==> config.mk <==
export PLATFORM = sky130hd
export DESIGN_NAME = base64_stream_encoder
export DESIGN_NICKNAME = d
export VERILOG_FILES = /design/src/b64enc_pkg.sv /design/src/base64_stream_encoder.sv /design/src/b64enc_front.sv /design/src/b64enc_queue.sv /design/src/b64enc_back.sv
export SDC_FILE = /design/constraint.sdc
export NUM_CORES = 1
export LEC_CHECK = 0
export BUFFER_PORTS_ARGS = -buffer_cell sky130_fd_sc_hd__buf_2
export CELL_PAD_IN_SITES_DETAIL_PLACEMENT = 2
export CELL_PAD_IN_SITES_GLOBAL_PLACEMENT = 2
export CORE_MARGIN = 2
export CORE_UTILIZATION = 48
export CTS_BUF_LIST = sky130_fd_sc_hd__clkbuf_8
export DETAILED_ROUTE_END_ITERATION = 12
export PLACE_DENSITY = 0.86
export SYNTH_ARGS = -nofsm -noshare
export SYNTH_HDL_FRONTEND = slang
export SYNTH_SLANG_ARGS = --single-unit
==> constraint.sdc <==
create_clock -name clock -period 7 [get_ports clock]
set_input_delay 0.7 -clock clock [delete_from_list [all_inputs] [get_ports clock]]
set_output_delay 0.7 -clock clock [all_outputs]
set_load 0.02 [all_outputs]
==> src/b64enc_pkg.sv <==
// ============================================================================
// b64enc_pkg
// Shared types and constants for the base64 stream encoder.
// ============================================================================
package b64enc_pkg;

   localparam int unsigned BYTE_W  = 8;
   localparam int unsigned WORD_W  = 24;
   localparam int unsigned COUNT_W = 3;
   localparam int unsigned FILL_W  = 2;

   localparam logic [BYTE_W-1:0]  PAD_CHAR  = 8'h3D;
   localparam logic [FILL_W-1:0]  FILL_NONE = 2'd0;
   localparam logic [FILL_W-1:0]  FILL_ONE  = 2'd1;
   localparam logic [FILL_W-1:0]  FILL_TWO  = 2'd2;

   // One closed group: 24-bit word, number of data chars (2..4), message end.
   typedef struct packed {
      logic [WORD_W-1:0]  word;
      logic [COUNT_W-1:0] data_count;
      logic               last;
   } group_type;

   function automatic logic [BYTE_W-1:0] sextet_char(input logic [5:0] v);
      logic [BYTE_W-1:0] c;
      c = '0;
      if (v < 6'd26) begin
         c = 8'h41 + {2'b00, v};
      end else if (v < 6'd52) begin
         c = 8'h61 + {2'b00, v - 6'd26};
      end else if (v < 6'd62) begin
         c = 8'h30 + {2'b00, v - 6'd52};
      end else if (v == 6'd62) begin
         c = 8'h2B;
      end else begin
         c = 8'h2F;
      end
      return c;
   endfunction

endpackage

==> src/base64_stream_encoder.sv <==
// ============================================================================
// base64_stream_encoder
// Base64 encoder: one byte per request, one character per response.
// ----------------------------------------------------------------------------
//  channel   handshake          payload
//  request   req_push/req_full  req_data_byte[8], req_end_of_message
//  response  rsp_pop/rsp_empty  rsp_code_char[8], rsp_final_char
//
//  A request is taken while the group queue has room.
//  The back part emits one character per cycle while the consumer pops;
//  each group of three bytes gives four characters.
//  A closed group goes through the group queue, then the back part's group register.
//  Synchronous reset clears fill count, queue and output; no clearing pass.
//  Front and back stall independently through the group queue.
// ============================================================================
module base64_stream_encoder #(
   parameter int unsigned QUEUE_DEPTH = 2
) (
   input  logic       clock,
   input  logic       reset,
   input  logic       req_push,
   output logic       req_full,
   input  logic [7:0] req_data_byte,
   input  logic       req_end_of_message,
   output logic       rsp_empty,
   input  logic       rsp_pop,
   output logic [7:0] rsp_code_char,
   output logic       rsp_final_char
);

   b64enc_pkg::group_type grp_data, q_data;
   logic                  grp_push, q_full, q_empty, q_pop;

   b64enc_front u_front (
      .clock              (clock),
      .reset              (reset),
      .req_push           (req_push),
      .req_full           (req_full),
      .req_data_byte      (req_data_byte),
      .req_end_of_message (req_end_of_message),
      .q_full             (q_full),
      .grp_push           (grp_push),
      .grp_data           (grp_data)
   );

   b64enc_queue #(
      .DEPTH (QUEUE_DEPTH)
   ) u_queue (
      .clock     (clock),
      .reset     (reset),
      .push      (grp_push),
      .push_data (grp_data),
      .full      (q_full),
      .pop       (q_pop),
      .pop_data  (q_data),
      .empty     (q_empty)
   );

   b64enc_back u_back (
      .clock          (clock),
      .reset          (reset),
      .q_empty        (q_empty),
      .q_data         (q_data),
      .q_pop          (q_pop),
      .rsp_empty      (rsp_empty),
      .rsp_pop        (rsp_pop),
      .rsp_code_char  (rsp_code_char),
      .rsp_final_char (rsp_final_char)
   );

`ifndef SYNTH
   a_no_push_full: assert property (@(posedge clock) disable iff (reset)
      !(grp_push && q_full))
      else $error("group pushed into full queue");

   a_no_pop_empty: assert property (@(posedge clock) disable iff (reset)
      !(q_pop && q_empty))
      else $error("group popped from empty queue");

   a_reset_empty: assert property (@(posedge clock)
      reset |=> rsp_empty)
      else $error("response present after reset");

   a_final_pad: assert property (@(posedge clock) disable iff (reset)
      (!rsp_empty && rsp_final_char) |->
         (rsp_code_char != 8'h00 && rsp_code_char != 8'h20))
      else $error("final character not a valid code");
`endif

endmodule

==> src/b64enc_front.sv <==
// ============================================================================
// b64enc_front
// Gathers request bytes into groups of three and closes a group when it is
// complete or the message ends.
// ============================================================================
module b64enc_front (
   input  logic                       clock,
   input  logic                       reset,
   input  logic                       req_push,
   output logic                       req_full,
   input  logic [7:0]                 req_data_byte,
   input  logic                       req_end_of_message,
   input  logic                       q_full,
   output logic                       grp_push,
   output b64enc_pkg::group_type      grp_data
);

   logic [b64enc_pkg::FILL_W-1:0] fill_ff, fill_in, fill;
   logic [15:0]                   pending_ff, pending_in;
   logic                          accept, close;
   logic [7:0]                    b0, b1, b2;

   assign req_full = q_full;
   assign accept   = req_push && !q_full;
   assign fill     = (fill_ff > b64enc_pkg::FILL_TWO) ? b64enc_pkg::FILL_TWO : fill_ff;
   assign close    = (fill == b64enc_pkg::FILL_TWO) || req_end_of_message;
   assign grp_push = accept && close;

   always_comb begin
      b0 = (fill == b64enc_pkg::FILL_NONE) ? req_data_byte : pending_ff[15:8];
      b1 = (fill == b64enc_pkg::FILL_NONE) ? 8'h00 :
           (fill == b64enc_pkg::FILL_ONE)  ? req_data_byte : pending_ff[7:0];
      b2 = (fill == b64enc_pkg::FILL_TWO)  ? req_data_byte : 8'h00;
      grp_data.word       = {b0, b1, b2};
      grp_data.data_count = {1'b0, fill} + 3'd2;
      grp_data.last       = req_end_of_message;
   end

   always_comb begin
      fill_in    = fill_ff;
      pending_in = pending_ff;
      if (accept) begin
         if (close) begin
            fill_in    = b64enc_pkg::FILL_NONE;
            pending_in = '0;
         end else begin
            fill_in    = fill + 2'd1;
            pending_in = (fill == b64enc_pkg::FILL_NONE) ? {req_data_byte, 8'h00}
                                                         : {pending_ff[15:8], req_data_byte};
         end
      end
   end

   always_ff @(posedge clock) begin
      if (reset) begin
         fill_ff    <= b64enc_pkg::FILL_NONE;
         pending_ff <= '0;
      end else begin
         fill_ff    <= fill_in;
         pending_ff <= pending_in;
      end
   end

endmodule

==> src/b64enc_queue.sv <==
// ============================================================================
// b64enc_queue
// Short queue of closed groups between the front and back parts.
// ============================================================================
module b64enc_queue #(
   parameter int unsigned DEPTH = 2
) (
   input  logic                  clock,
   input  logic                  reset,
   input  logic                  push,
   input  b64enc_pkg::group_type push_data,
   output logic                  full,
   input  logic                  pop,
   output b64enc_pkg::group_type pop_data,
   output logic                  empty
);

   localparam int unsigned PTR_W = (DEPTH > 1) ? $clog2(DEPTH) : 1;
   localparam int unsigned CNT_W = $clog2(DEPTH + 1);

   b64enc_pkg::group_type slots_ff [DEPTH];
   logic [PTR_W-1:0]      wr_ptr_ff, wr_ptr_in, rd_ptr_ff, rd_ptr_in;
   logic [CNT_W-1:0]      count_ff, count_in;
   logic                  do_push, do_pop;

   assign full     = (count_ff == CNT_W'(DEPTH));
   assign empty    = (count_ff == '0);
   assign do_push  = push && !full;
   assign do_pop   = pop && !empty;
   assign pop_data = slots_ff[rd_ptr_ff];

   always_comb begin
      wr_ptr_in = wr_ptr_ff;
      rd_ptr_in = rd_ptr_ff;
      count_in  = count_ff;
      if (do_push) begin
         wr_ptr_in = (wr_ptr_ff == PTR_W'(DEPTH - 1)) ? '0 : wr_ptr_ff + 1'b1;
      end
      if (do_pop) begin
         rd_ptr_in = (rd_ptr_ff == PTR_W'(DEPTH - 1)) ? '0 : rd_ptr_ff + 1'b1;
      end
      if (do_push && !do_pop) begin
         count_in = count_ff + 1'b1;
      end else if (do_pop && !do_push) begin
         count_in = count_ff - 1'b1;
      end
   end

   always_ff @(posedge clock) begin
      if (reset) begin
         wr_ptr_ff <= '0;
         rd_ptr_ff <= '0;
         count_ff  <= '0;
      end else begin
         wr_ptr_ff <= wr_ptr_in;
         rd_ptr_ff <= rd_ptr_in;
         count_ff  <= count_in;
      end
   end

   always_ff @(posedge clock) begin
      if (do_push) begin
         slots_ff[wr_ptr_ff] <= push_data;
      end
   end

endmodule

==> src/b64enc_back.sv <==
// ============================================================================
// b64enc_back
// Takes closed groups and emits four characters each into an output register,
// one per cycle while that register is empty or being popped.
// ============================================================================
module b64enc_back (
   input  logic                  clock,
   input  logic                  reset,
   input  logic                  q_empty,
   input  b64enc_pkg::group_type q_data,
   output logic                  q_pop,
   output logic                  rsp_empty,
   input  logic                  rsp_pop,
   output logic [7:0]            rsp_code_char,
   output logic                  rsp_final_char
);

   b64enc_pkg::group_type grp_ff, grp_in;
   logic                  busy_ff, busy_in;
   logic [1:0]            idx_ff, idx_in;
   logic                  out_valid_ff, out_valid_in;
   logic [7:0]            char_ff, char_in;
   logic                  final_ff, final_in;
   logic                  advance, done;
   logic [5:0]            sextet;

   assign advance = busy_ff && (!out_valid_ff || rsp_pop);
   assign done    = advance && (idx_ff == 2'd3);
   assign q_pop   = !q_empty && (!busy_ff || done);

   always_comb begin
      case (idx_ff)
         2'd0:    sextet = grp_ff.word[23:18];
         2'd1:    sextet = grp_ff.word[17:12];
         2'd2:    sextet = grp_ff.word[11:6];
         2'd3:    sextet = grp_ff.word[5:0];
         default: sextet = '0;
      endcase
   end

   always_comb begin
      grp_in       = grp_ff;
      busy_in      = busy_ff;
      idx_in       = idx_ff;
      out_valid_in = out_valid_ff;
      char_in      = char_ff;
      final_in     = final_ff;
      if (advance) begin
         out_valid_in = 1'b1;
         char_in      = ({1'b0, idx_ff} < grp_ff.data_count)
                        ? b64enc_pkg::sextet_char(sextet) : b64enc_pkg::PAD_CHAR;
         final_in     = grp_ff.last && (idx_ff == 2'd3);
         idx_in       = idx_ff + 2'd1;
         if (done) begin
            busy_in = 1'b0;
         end
      end else if (rsp_pop) begin
         out_valid_in = 1'b0;
      end
      if (q_pop) begin
         grp_in  = q_data;
         busy_in = 1'b1;
         idx_in  = 2'd0;
      end
   end

   always_ff @(posedge clock) begin
      if (reset) begin
         busy_ff      <= 1'b0;
         idx_ff       <= 2'd0;
         out_valid_ff <= 1'b0;
      end else begin
         busy_ff      <= busy_in;
         idx_ff       <= idx_in;
         out_valid_ff <= out_valid_in;
      end
   end

   always_ff @(posedge clock) begin
      grp_ff   <= grp_in;
      char_ff  <= char_in;
      final_ff <= final_in;
   end

   assign rsp_empty      = !out_valid_ff;
   assign rsp_code_char  = char_ff;
   assign rsp_final_char = final_ff;

endmodule
; Yosys cells after proc, flatten, opt, wreduce, memory -nomap -nowiden
; Memory sizes are Yosys's and may differ from the RTL's. A register that Yosys moved wholly into a read port is not among the register bits.
; Index checks and enable logic that the tools add are counted.
[word_totals]
ff_bits = 35
ram_bits = 56
input_bits = 13
output_inout_bits = 11
mem_count = 1
[memory_table]
columns = memory, words, word_bits, rd, rd_clocked_by_memory_dff, wr, line_no
row1 = u_queue.slots_ff, 2, 28, 1, 1, 1, b64enc_queue.sv:21  ; b64enc_pkg::group_type slots_ff [DEPTH];
[classes]
addsub = 12
n_lt_le_gt_ge = 5
n_eq_ne = 7
mux = 24
reduce_logical = 30
[op_table]
columns = cell, count
row1 = two-way mux 8 bit, 7
row2 = two-way mux 16 bit, 2
row3 = one-hot mux 6 bit (4 select lines), 1
row4 = adder 7 x 6 -> 8 bit (first input constant), 2
row5 = < comparator 6 bit (second input constant), 2
row6 = logical AND 1 bit, 10
row7 = nonzero test 2 bit, 5
row8 = two-way mux 1 bit, 9
row9 = equality test 2 bit (second input constant), 4
row10 = two-way mux 2 bit, 4
row11 = adder 6 x 6 -> 7 bit (first input constant), 1
row12 = adder 2 x 1 -> 2 bit (second input constant), 3
row13 = equality test 6 bit (second input constant), 1
row14 = zero test 1 bit, 6
row15 = zero test 2 bit, 3
row16 = < comparator 6 x 5 -> 1 bit (second input constant), 1
row17 = subtractor 6 x 5 -> 6 bit (second input constant), 1
row18 = subtractor 6 bit (second input constant), 1
row19 = equality test 2 x 1 -> 1 bit (second input constant), 2
row20 = AND reduction 2 bit, 2
row21 = adder 2 x 2 -> 3 bit (second input constant), 1
row22 = logical OR 1 bit, 3
row23 = < comparator 2 x 3 -> 1 bit, 1
row24 = two-way mux 3 bit, 1
row25 = other kinds (4), 5

; Logic depth before layout (Yosys ltp)
; Gate-level depths: netlist of the first run.
[logic_depth]
word_depth = 10
mapped_depth = 12
mapped_depth_nobuf = 12

; Cells and area by module
; Synthesis of the first run repeated with hierarchy kept, for this count alone.
[unflattened]
cells_unflattened = 391
area_unflattened_um2 = 5363.9
[by_module_without_submodules]
columns = module, n_inst, cells_each, area_per_inst_um2, seq_area_each_um2
row1 = b64enc_queue, 1, 112, 2234.6, 1781.7
row2 = b64enc_back, 1, 180, 2158.3, 1191.1
row3 = b64enc_front, 1, 99, 970.9, 360.3

; Least setup slack after synthesis of the first run
; Ideal clock, no wire load.
[synth_path]
path_kind = input-to-reg
from = input rsp_pop
to = register u_queue.count_ff[1]
t_arrival_ns = 3.480
t_required_ns = 6.930
slack_ns = 3.450
path_stages = 7
n_path_buf = 0
cell_sequence = nand2b_1 -> nand2_1 -> a21oi_1 -> inv_1 -> ha_1 -> or3_1 -> a21oi_1
[synth_between]
elab_chain_len = 9
word_cells_on_any_way = 11
[synth_lines]
columns = element, line_no
row1 = "start, declared", base64_stream_encoder.sv:26  ; input logic rsp_pop,
row2 = logical OR 1 bit *, b64enc_back.sv:27  ; assign advance = busy_ff && (!out_valid_ff || rsp_pop);
row3 = logical AND 1 bit *, b64enc_back.sv:27
row4 = logical AND 1 bit *, b64enc_back.sv:28  ; assign done = advance && (idx_ff == 2'd3);
row5 = logical OR 1 bit *, b64enc_back.sv:29  ; assign q_pop = !q_empty && (!busy_ff || done);
row6 = logical AND 1 bit *, b64enc_back.sv:29
row7 = named net q_pop, base64_stream_encoder.sv:32  ; logic grp_push, q_full, q_empty, q_pop;
row8 = logical AND 1 bit *, b64enc_queue.sv:29  ; assign do_pop = pop && !empty;
row9 = zero test 1 bit, b64enc_queue.sv:42  ; if (do_push && !do_pop) begin
row10 = logical AND 1 bit, b64enc_queue.sv:42
row11 = two-way mux 2 bit / nonzero test 2 bit (equally long branches), n/a
row12 = "end signal, assigned", b64enc_queue.sv:57  ; count_ff <= count_in;
row13 = "end, declared", b64enc_queue.sv:23  ; logic [CNT_W-1:0] count_ff, count_in;
; The timed path passes the listed nets; every way through them passes the cells marked *.
; A chain may end at the register's enable or synchronous reset.

; Final worst setup path of the first run
[layout_path]
from = register u_back.idx_ff[1]
to = register u_back.char_ff[2] (netlist: u_back.rsp_code_char[2]), data pin
[layout_between]
elab_chain_len = 7
word_cells_on_any_way = 19
[layout_lines]
columns = element, line_no
row1 = "start, declared", b64enc_back.sv:20  ; logic [1:0] idx_ff, idx_in;
row2 = "start signal, assigned", b64enc_back.sv:74  ; idx_ff <= idx_in;
row3 = "equality test 2 bit, or another cell as far along", b64enc_back.sv:32  ; case (idx_ff)
row4 = one-hot mux 6 bit (4 select lines), b64enc_back.sv:32
row5 = subtractor 6 bit / equality test 6 bit (equally long branches), "b64enc_pkg.sv:32, b64enc_pkg.sv:33"
row6 = adder 6 x 6 -> 7 bit / two-way mux 3 bit (equally long branches), "b64enc_pkg.sv:32, b64enc_pkg.sv:33"
row7 = two-way mux 8 bit, b64enc_pkg.sv:31  ; end else if (v < 6'd62) begin
row8 = two-way mux 8 bit, b64enc_pkg.sv:29  ; end else if (v < 6'd52) begin
row9 = two-way mux 8 bit, b64enc_pkg.sv:27  ; if (v < 6'd26) begin
row10 = "end signal, assigned", b64enc_back.sv:81  ; char_ff <= char_in;
row11 = "end, declared", b64enc_back.sv:22  ; logic [7:0] char_ff, char_in;
; Parallel ways exist; a longest one is shown, timed or not.

==> results.yml, run 1 <==
worst_setup_path:
  worstPathArrival_ns: 4.49
  worstPathRequired_ns: 7.20
  startpoint_type: "flip-flop"
  critPathKind: "flip-flop to flip-flop"
  crit_fanout: 13
  cp-end-kind: "flip-flop"
run_status:
  status: "finished clean"
route:
  vias_per_cell: 6.053
  wl_per_cell_um: 28.24
  remaining_drc_errors: 0
  drt_iter0_drc: 235
  drt-total-wl_um: 16470
  vias: 3529
  drtAntennaViolNets: 0
  drt-pass1-iter-count: 5
placed_design:
  gp_congestion: 0.9016
  dpl-instance-area_um2: 5500
  dpl.hpwl_um: 10480
  io_buffers: 23
cts:
  cts_sinks: 119
  cts.htree.levels: 4
  path_clk_slew_ns: 0.07
  hold_buffers: 0
  cts_tree: "yes"
  cts.path.max_buffers: 2
  clkLatencyLatePin_ns: 0.45
  ctsResizeCount: 0
  cts_buffers: 17
  cts_setup_buffers: 0
  cts_root_buffer: "clkbuf_8"
synth:
  yosysTopAreaCell: "edfxtp_1"
  synth-seq-cells: 119
  yosys-top-cells-area: "edfxtp_1 (53%), dfxtp_1 (9.9%), mux2_2 (8.0%), ha_1 (3.1%), a21oi_1 (2.5%)"
  ys.flop_type: "edfxtp_1"
  synth_edf_count: 93
  yosysUniqueCellTypes: 52
  yosys.area.top_type_share_pct: 53.37
  synthArstFlopShare_pct: 0
  avgSynthCellArea_um2: 13.08
  yosysWarnings: 0
  synthCells: 400
  ys_seq_area_share_pct: 63.32
  syn-cell-area_um2: 5233
  synth_nets: 426
timing:
  worst_clock_skew_ns: 0.01763
  slew_violations: 0
  worstMarginPinSlew_ns: 1.238
  post-route-period-util_pct: 61.26
  rsz0062_at_grt: "no"
  setup_viol: 0
  max_slew_margin_pct: 15.10
  min_period_ns: 4.288
  fmax_mhz: 233.2
  fin_tns_setup_ns: 0
  hold_violations: 0
layout:
  drive_above_1_share_pct: 24.60
  fill_cells: 1018
  design_area_um2: 5936
  final_nets: 456
  layout_commonest_cell: "edfxtp_1"
  final_cell_mix: "edfxtp_1 (93), mux2_2 (37), nor2_1 (28), dfxtp_1 (26), a21oi_1 (25)"
  area_delta_synth_final_pct: 13.44
  antennaDiodeCount: 0
pwr:
  power_switching_mw: 1.043
  peakVddDrop_mv: 0.2647
  leakage_nw: 2.129
  clockPowerShare_pct: 25.7
  cellInternalPower_mw: 1.699
  p_per_area_nw_per_um2: 461.9
  seq_power_share_pct: 37.6
  switching_share_pct: 38.04
  combPwrFrac_pct: 36.7
floorplanning:
  dieArea_um2: 11750
  fp-row-count: 38
  initial_core_util_pct: 48.70
  die_w_um: 108.4
  core-area_um2: 10750
  ios: 24
  die_y_um: 108.4
global_routing:
  grt_pass1_vias: 3838
  grt_max_degree: 33
  antenna_found_initial: 0
  grt.total_usage_pct: 30.13
  overflow: 0
  grt_pass1_wl_um: 24740
worst_hold_path:
  hp-class: "flip-flop to flip-flop"
run:
  cap_violations: 0
-- synthesized netlist by cell type, types with 2 or more instances --
cell type  number
nor2_1         28
inv_1          19
mux2i_2         2
o31a_1          2
nand2_1        22
mux2i_1         5
o31ai_1         2
a31oi_1         3
mux2_2         37
and2_1         10
edfxtp_1       93
xnor2_1         9
buf_1           2
nand2b_1        6
a222oi_1        6
a21oi_1        26
xor2_1          3
ha_1           13
o21ai_0         6
o311ai_1        2
inv_2           3
clkbuf_1       13
a22o_1          8
nor3_1          6
dfxtp_1        26
nand3_1        11
a22oi_1         8
or3_1           2
o2111ai_1       2
nor2b_1         3
-- logic make-up after synthesis --
group,after synthesis,share of synthesized area (%)
flops,119,63.32
compound gates,78,10.52
fa+ha+maj,14,3.324
xor+xnor,12,2.009
simple gates,95,8.633
buf+inv,38,2.750
mux,44,9.445
-- sequential cells by signal, indices dropped and copies added (netlist names) --
name	cells
u_queue.slots_ff	56
u_back.busy_ff	1
u_queue.rd_ptr_ff	1
u_front.pending_ff	16
u_back.grp_ff	28
u_queue.count_ff	2
u_back.out_valid_ff	1
u_queue.wr_ptr_ff	1
u_back.idx_ff	2
u_back.rsp_final_char	1
u_front.fill_ff	2
u_back.rsp_code_char	8
-- critical path, cell delays in order (launching register included) --
cell,delay [ns]
dfxtp_1,0.42
inv_1,0.13
ha_1,0.39
inv_2,0.30
mux2i_1,1.04
inv_1,0.33
ha_1,0.38
nor2_1,0.52
o221ai_1,0.32
o22a_1,0.22
-- power groups by stage --
stage,registers [mW],clock network (mW),logic (mW)
floorplan,1.05,0,0.648
global placement,1.02,0,0.881
detailed placement,1.04,0,0.976
CTS,1.03,0.712,1.00
global route,1.04,0.736,1.09
finish,1.03,0.704,1.01
-- path summary, 6_finish.rpt --
check	startpoint	end	slack [ns]	depth (start not counted)
setup / recovery	u_back.idx_ff[1]$_SDFFE_PP0P_	u_back.rsp_code_char[2]$_SDFFCE_PP1P_	2.71	9
hold / removal	u_front.pending_ff[12]$_SDFFE_PP0P_	u_front.pending_ff[12]$_SDFFE_PP0P_	0.46	2
setup reg to reg	u_back.idx_ff[1]$_SDFFE_PP0P_	u_back.rsp_code_char[2]$_SDFFCE_PP1P_	2.71	9
hold reg to reg	u_front.pending_ff[12]$_SDFFE_PP0P_	u_front.pending_ff[12]$_SDFFE_PP0P_	0.46	2
-- layer usage --
layer	global-route usage (%)	vias to the layer above	part of all wire [%]
met1	34.96	1795	38
met2	52.72	141	53
met5	0	-	0
met3	6.811	40	4.5
met4	14.19	0	3.7
li1	-	1553	-
-- through the flow --
step	cells	hold slack, ns	power [mW]	util (%)	setup slack (ns)
finish	583	0.4572	2.742	55.24	2.712
global route	583	0.4931	2.862	55.24	2.530
CTS	583	0.4582	2.746	55.24	2.857
detailed placement	551	0.4487	2.013	51.19	3.032
global placement	551	0.4373	1.900	51.19	3.491
floorplan	400	0.4294	1.695	-	3.450
-- cell type report --
class                   count  area, µm²  share of cell area, %
well taps                 140      175.2                  2.951
inverters                  22      82.58                  1.391
flip-flops and latches    119       3313                  55.82
multi-input cells         243       1784                  30.06
clock buffers              17      234.0                  3.942
clock inverters            15      201.4                  3.394
repair buffers             27      145.1                  2.445
Power figures use the tool's default switching activity.
==> inputs of run 2 (changes only) <==
--- a/config.mk
+++ b/config.mk
@@ -9,10 +9,10 @@
 export CELL_PAD_IN_SITES_DETAIL_PLACEMENT = 2
 export CELL_PAD_IN_SITES_GLOBAL_PLACEMENT = 2
 export CORE_MARGIN = 2
-export CORE_UTILIZATION = 48
+export CORE_UTILIZATION = 45
 export CTS_BUF_LIST = sky130_fd_sc_hd__clkbuf_8
 export DETAILED_ROUTE_END_ITERATION = 12
-export PLACE_DENSITY = 0.86
+export PLACE_DENSITY = 0.82
 export SYNTH_ARGS = -nofsm -noshare
 export SYNTH_HDL_FRONTEND = slang
 export SYNTH_SLANG_ARGS = --single-unit
==> constraint.sdc (replaced) <==
create_clock -name clock -period 4.2 [get_ports clock]
set_input_delay 0.42 -clock clock [delete_from_list [all_inputs] [get_ports clock]]
set_output_delay 0.42 -clock clock [all_outputs]
set_load 0.02 [all_outputs]
==> results.yml, run 2 (same netlist as run 1, synthesis figures left out) <==
route:
  vias: 3408
  wl_per_cell_um: 23.80
  vias_per_cell: 5.796
  drt-total-wl_um: 13990
  remaining_drc_errors: 0
  drt_iter0_drc: 140
  drt-pass1-iter-count: 4
  drtAntennaViolNets: 0
pwr:
  leakage_nw: 2.114
  p_per_area_nw_per_um2: 731.5
  switching_share_pct: 38.15
  power_switching_mw: 1.646
  clockPowerShare_pct: 22.9
  peakVddDrop_mv: 0.3077
  seq_power_share_pct: 39.6
  cellInternalPower_mw: 2.669
  combPwrFrac_pct: 37.5
worst_hold_path:
  hold_end: "u_queue.slots_ff[1][0]$_DFFE_PP_"
  worst_hold_startpoint: "req_end_of_message"
  hold_depth: 1
  hp-class: "input pin to flip-flop"
cts:
  cts_tree: "yes"
  cts_buffers: 17
  hold_buffers: 0
  ctsResizeCount: 0
  cts.path.max_buffers: 2
  cts_setup_buffers: 0
  cts.htree.levels: 4
  cts_sinks: 119
  path_clk_slew_ns: 0.08
  clkLatencyLatePin_ns: 0.44
  cts_root_buffer: "clkbuf_8"
run:
  cap_violations: 0
floorplanning:
  core-area_um2: 11370
  ios: 24
  die_y_um: 111.8
  die_w_um: 111.8
  initial_core_util_pct: 46.02
  dieArea_um2: 12510
  fp-row-count: 39
global_routing:
  overflow: 0
  grt_pass1_wl_um: 22430
  grt.total_usage_pct: 24.06
  grt_max_degree: 32
  antenna_found_initial: 0
  grt_pass1_vias: 3829
placed_design:
  dpl-instance-area_um2: 5519
  place_inst: 556
  gp_congestion: 0.8683
  dpl.hpwl_um: 9883
  io_buffers: 23
timing:
  rsz0062_at_grt: "no"
  worstMarginPinSlew_ns: 1.162
  max_slew_margin_pct: 22.53
  fmax_mhz: 282.2
  slew_violations: 0
  fin_tns_setup_ns: 0
  post-route-period-util_pct: 84.37
  setup_viol: 0
  worst_clock_skew_ns: 0.01050
  hold_violations: 0
  min_period_ns: 3.544
worst_setup_path:
  reg2reg_to: "u_back.rsp_code_char[4]$_SDFFCE_PP1P_"
  startpoint_type: "flip-flop"
  crit_fanout: 8
  worst-path-buf-inv: 1
  r2r-start: "u_back.idx_ff[0]$_SDFFE_PP0P_"
  r2r_cells: 10
  crit_family: "compound AO/OA/AOI/OAI gates"
  max_stage_delay_ns: 0.78
  crit_slowest_cell: "a222oi_1"
  crit_path_cell_trace: "inv_1 -> ha_1 -> a222oi_1 -> mux2i_2 -> ha_1 -> nand2b_1 -> nor2_1 -> maj3_2 -> a211o_1 -> o311ai_1"
  worstPathRequired_ns: 4.44
  crit_top_cell: "ha_1"
  r2r_slack_ns: 0.66
  critPathKind: "flip-flop to flip-flop"
  worstPathArrival_ns: 3.79
  cp-end-kind: "flip-flop"
layout:
  final_cell_mix: "edfxtp_1 (93), mux2_2 (37), nor2_1 (28), dfxtp_1 (26), a21oi_1 (25)"
  area_delta_synth_final_pct: 12.72
  design_area_um2: 5898
  largest_register_ffs: 56
  top_register: "u_queue.slots_ff"
  layout_commonest_cell: "edfxtp_1"
  drive_above_1_share_pct: 25.39
  top_regs: "u_queue.slots_ff x56, u_back.grp_ff x28, u_front.pending_ff x16"
  finalNonFillerCells: 588
  final_nets: 458
  antennaDiodeCount: 0
run_status:
  status: "finished clean"
-- run 2: power by group through the flow --
stage | clock (mW) | sequential [mW] | combinational (mW)
2_1_floorplan | 0 | 1.75 | 1.08
3_5_place_dp | 0 | 1.73 | 1.61
3_3_place_gp | 0 | 1.71 | 1.46
6_report | 0.988 | 1.71 | 1.62
4_1_cts | 1.01 | 1.71 | 1.63
5_1_grt | 1.06 | 1.73 | 1.79
-- run 2: worst max path at each step --
| stage | endpoint | cells after the start | start |
|---|---|---|---|
| after CTS | u_back.rsp_code_char[4]$_SDFFCE_PP1P_ | 10 | u_back.idx_ff[0]$_SDFFE_PP0P_ |
| after global routing | u_back.rsp_code_char[4]$_SDFFCE_PP1P_ | 10 | u_back.idx_ff[0]$_SDFFE_PP0P_ |
| after detailed placement | u_back.rsp_code_char[4]$_SDFFCE_PP1P_ | 10 | u_back.idx_ff[0]$_SDFFE_PP0P_ |
| after floorplan | u_queue.slots_ff[0][0]$_DFFE_PP_ | 5 | u_queue.count_ff[0]$_SDFFE_PP0P_ |
| final | u_back.rsp_code_char[4]$_SDFFCE_PP1P_ | 10 | u_back.idx_ff[0]$_SDFFE_PP0P_ |
| after global placement | u_back.rsp_code_char[1]$_SDFFCE_PP0P_ | 11 | u_back.idx_ff[0]$_SDFFE_PP0P_ |
-- run 2: layout make-up --
| cell class | count | area, µm² |
|---|---|---|
| Fill cell | 1086 | 5472 |
| Sequential cell | 119 | 3313 |
| Multi-Input combinational cell | 243 | 1784 |
| Clock buffer | 17 | 234.0 |
| Tap cell | 143 | 178.9 |
| Timing Repair Buffer | 29 | 160.2 |
| Clock inverter | 15 | 145.1 |
| Inverter | 22 | 82.58 |
-- run 2: metrics by stage --
| step | power, mW | setup slack, ns | utilization [%] | hold slack [ns] |
|---|---|---|---|---|
| after floorplan | 2.826 | 0.7389 | - | 0.4294 |
| after global routing | 4.576 | 0.4108 | 51.88 | 0.2193 |
| after detailed placement | 3.337 | 0.7084 | 48.54 | 0.4491 |
| final | 4.315 | 0.6564 | 51.88 | 0.2408 |
| after CTS | 4.353 | 0.6270 | 51.88 | 0.2139 |
| after global placement | 3.173 | 1.125 | 48.54 | 0.4406 |
-- run 2: layer usage --
layer | GRT usage, % | vias to the layer above | routed length, µm
met4 | 11.11 | 0 | 406
met1 | 28.07 | 1732 | 5765
met2 | 42.10 | 91 | 7355
li1 | - | 1555 | -
met3 | 5.553 | 30 | 466
met5 | 0 | - | 0
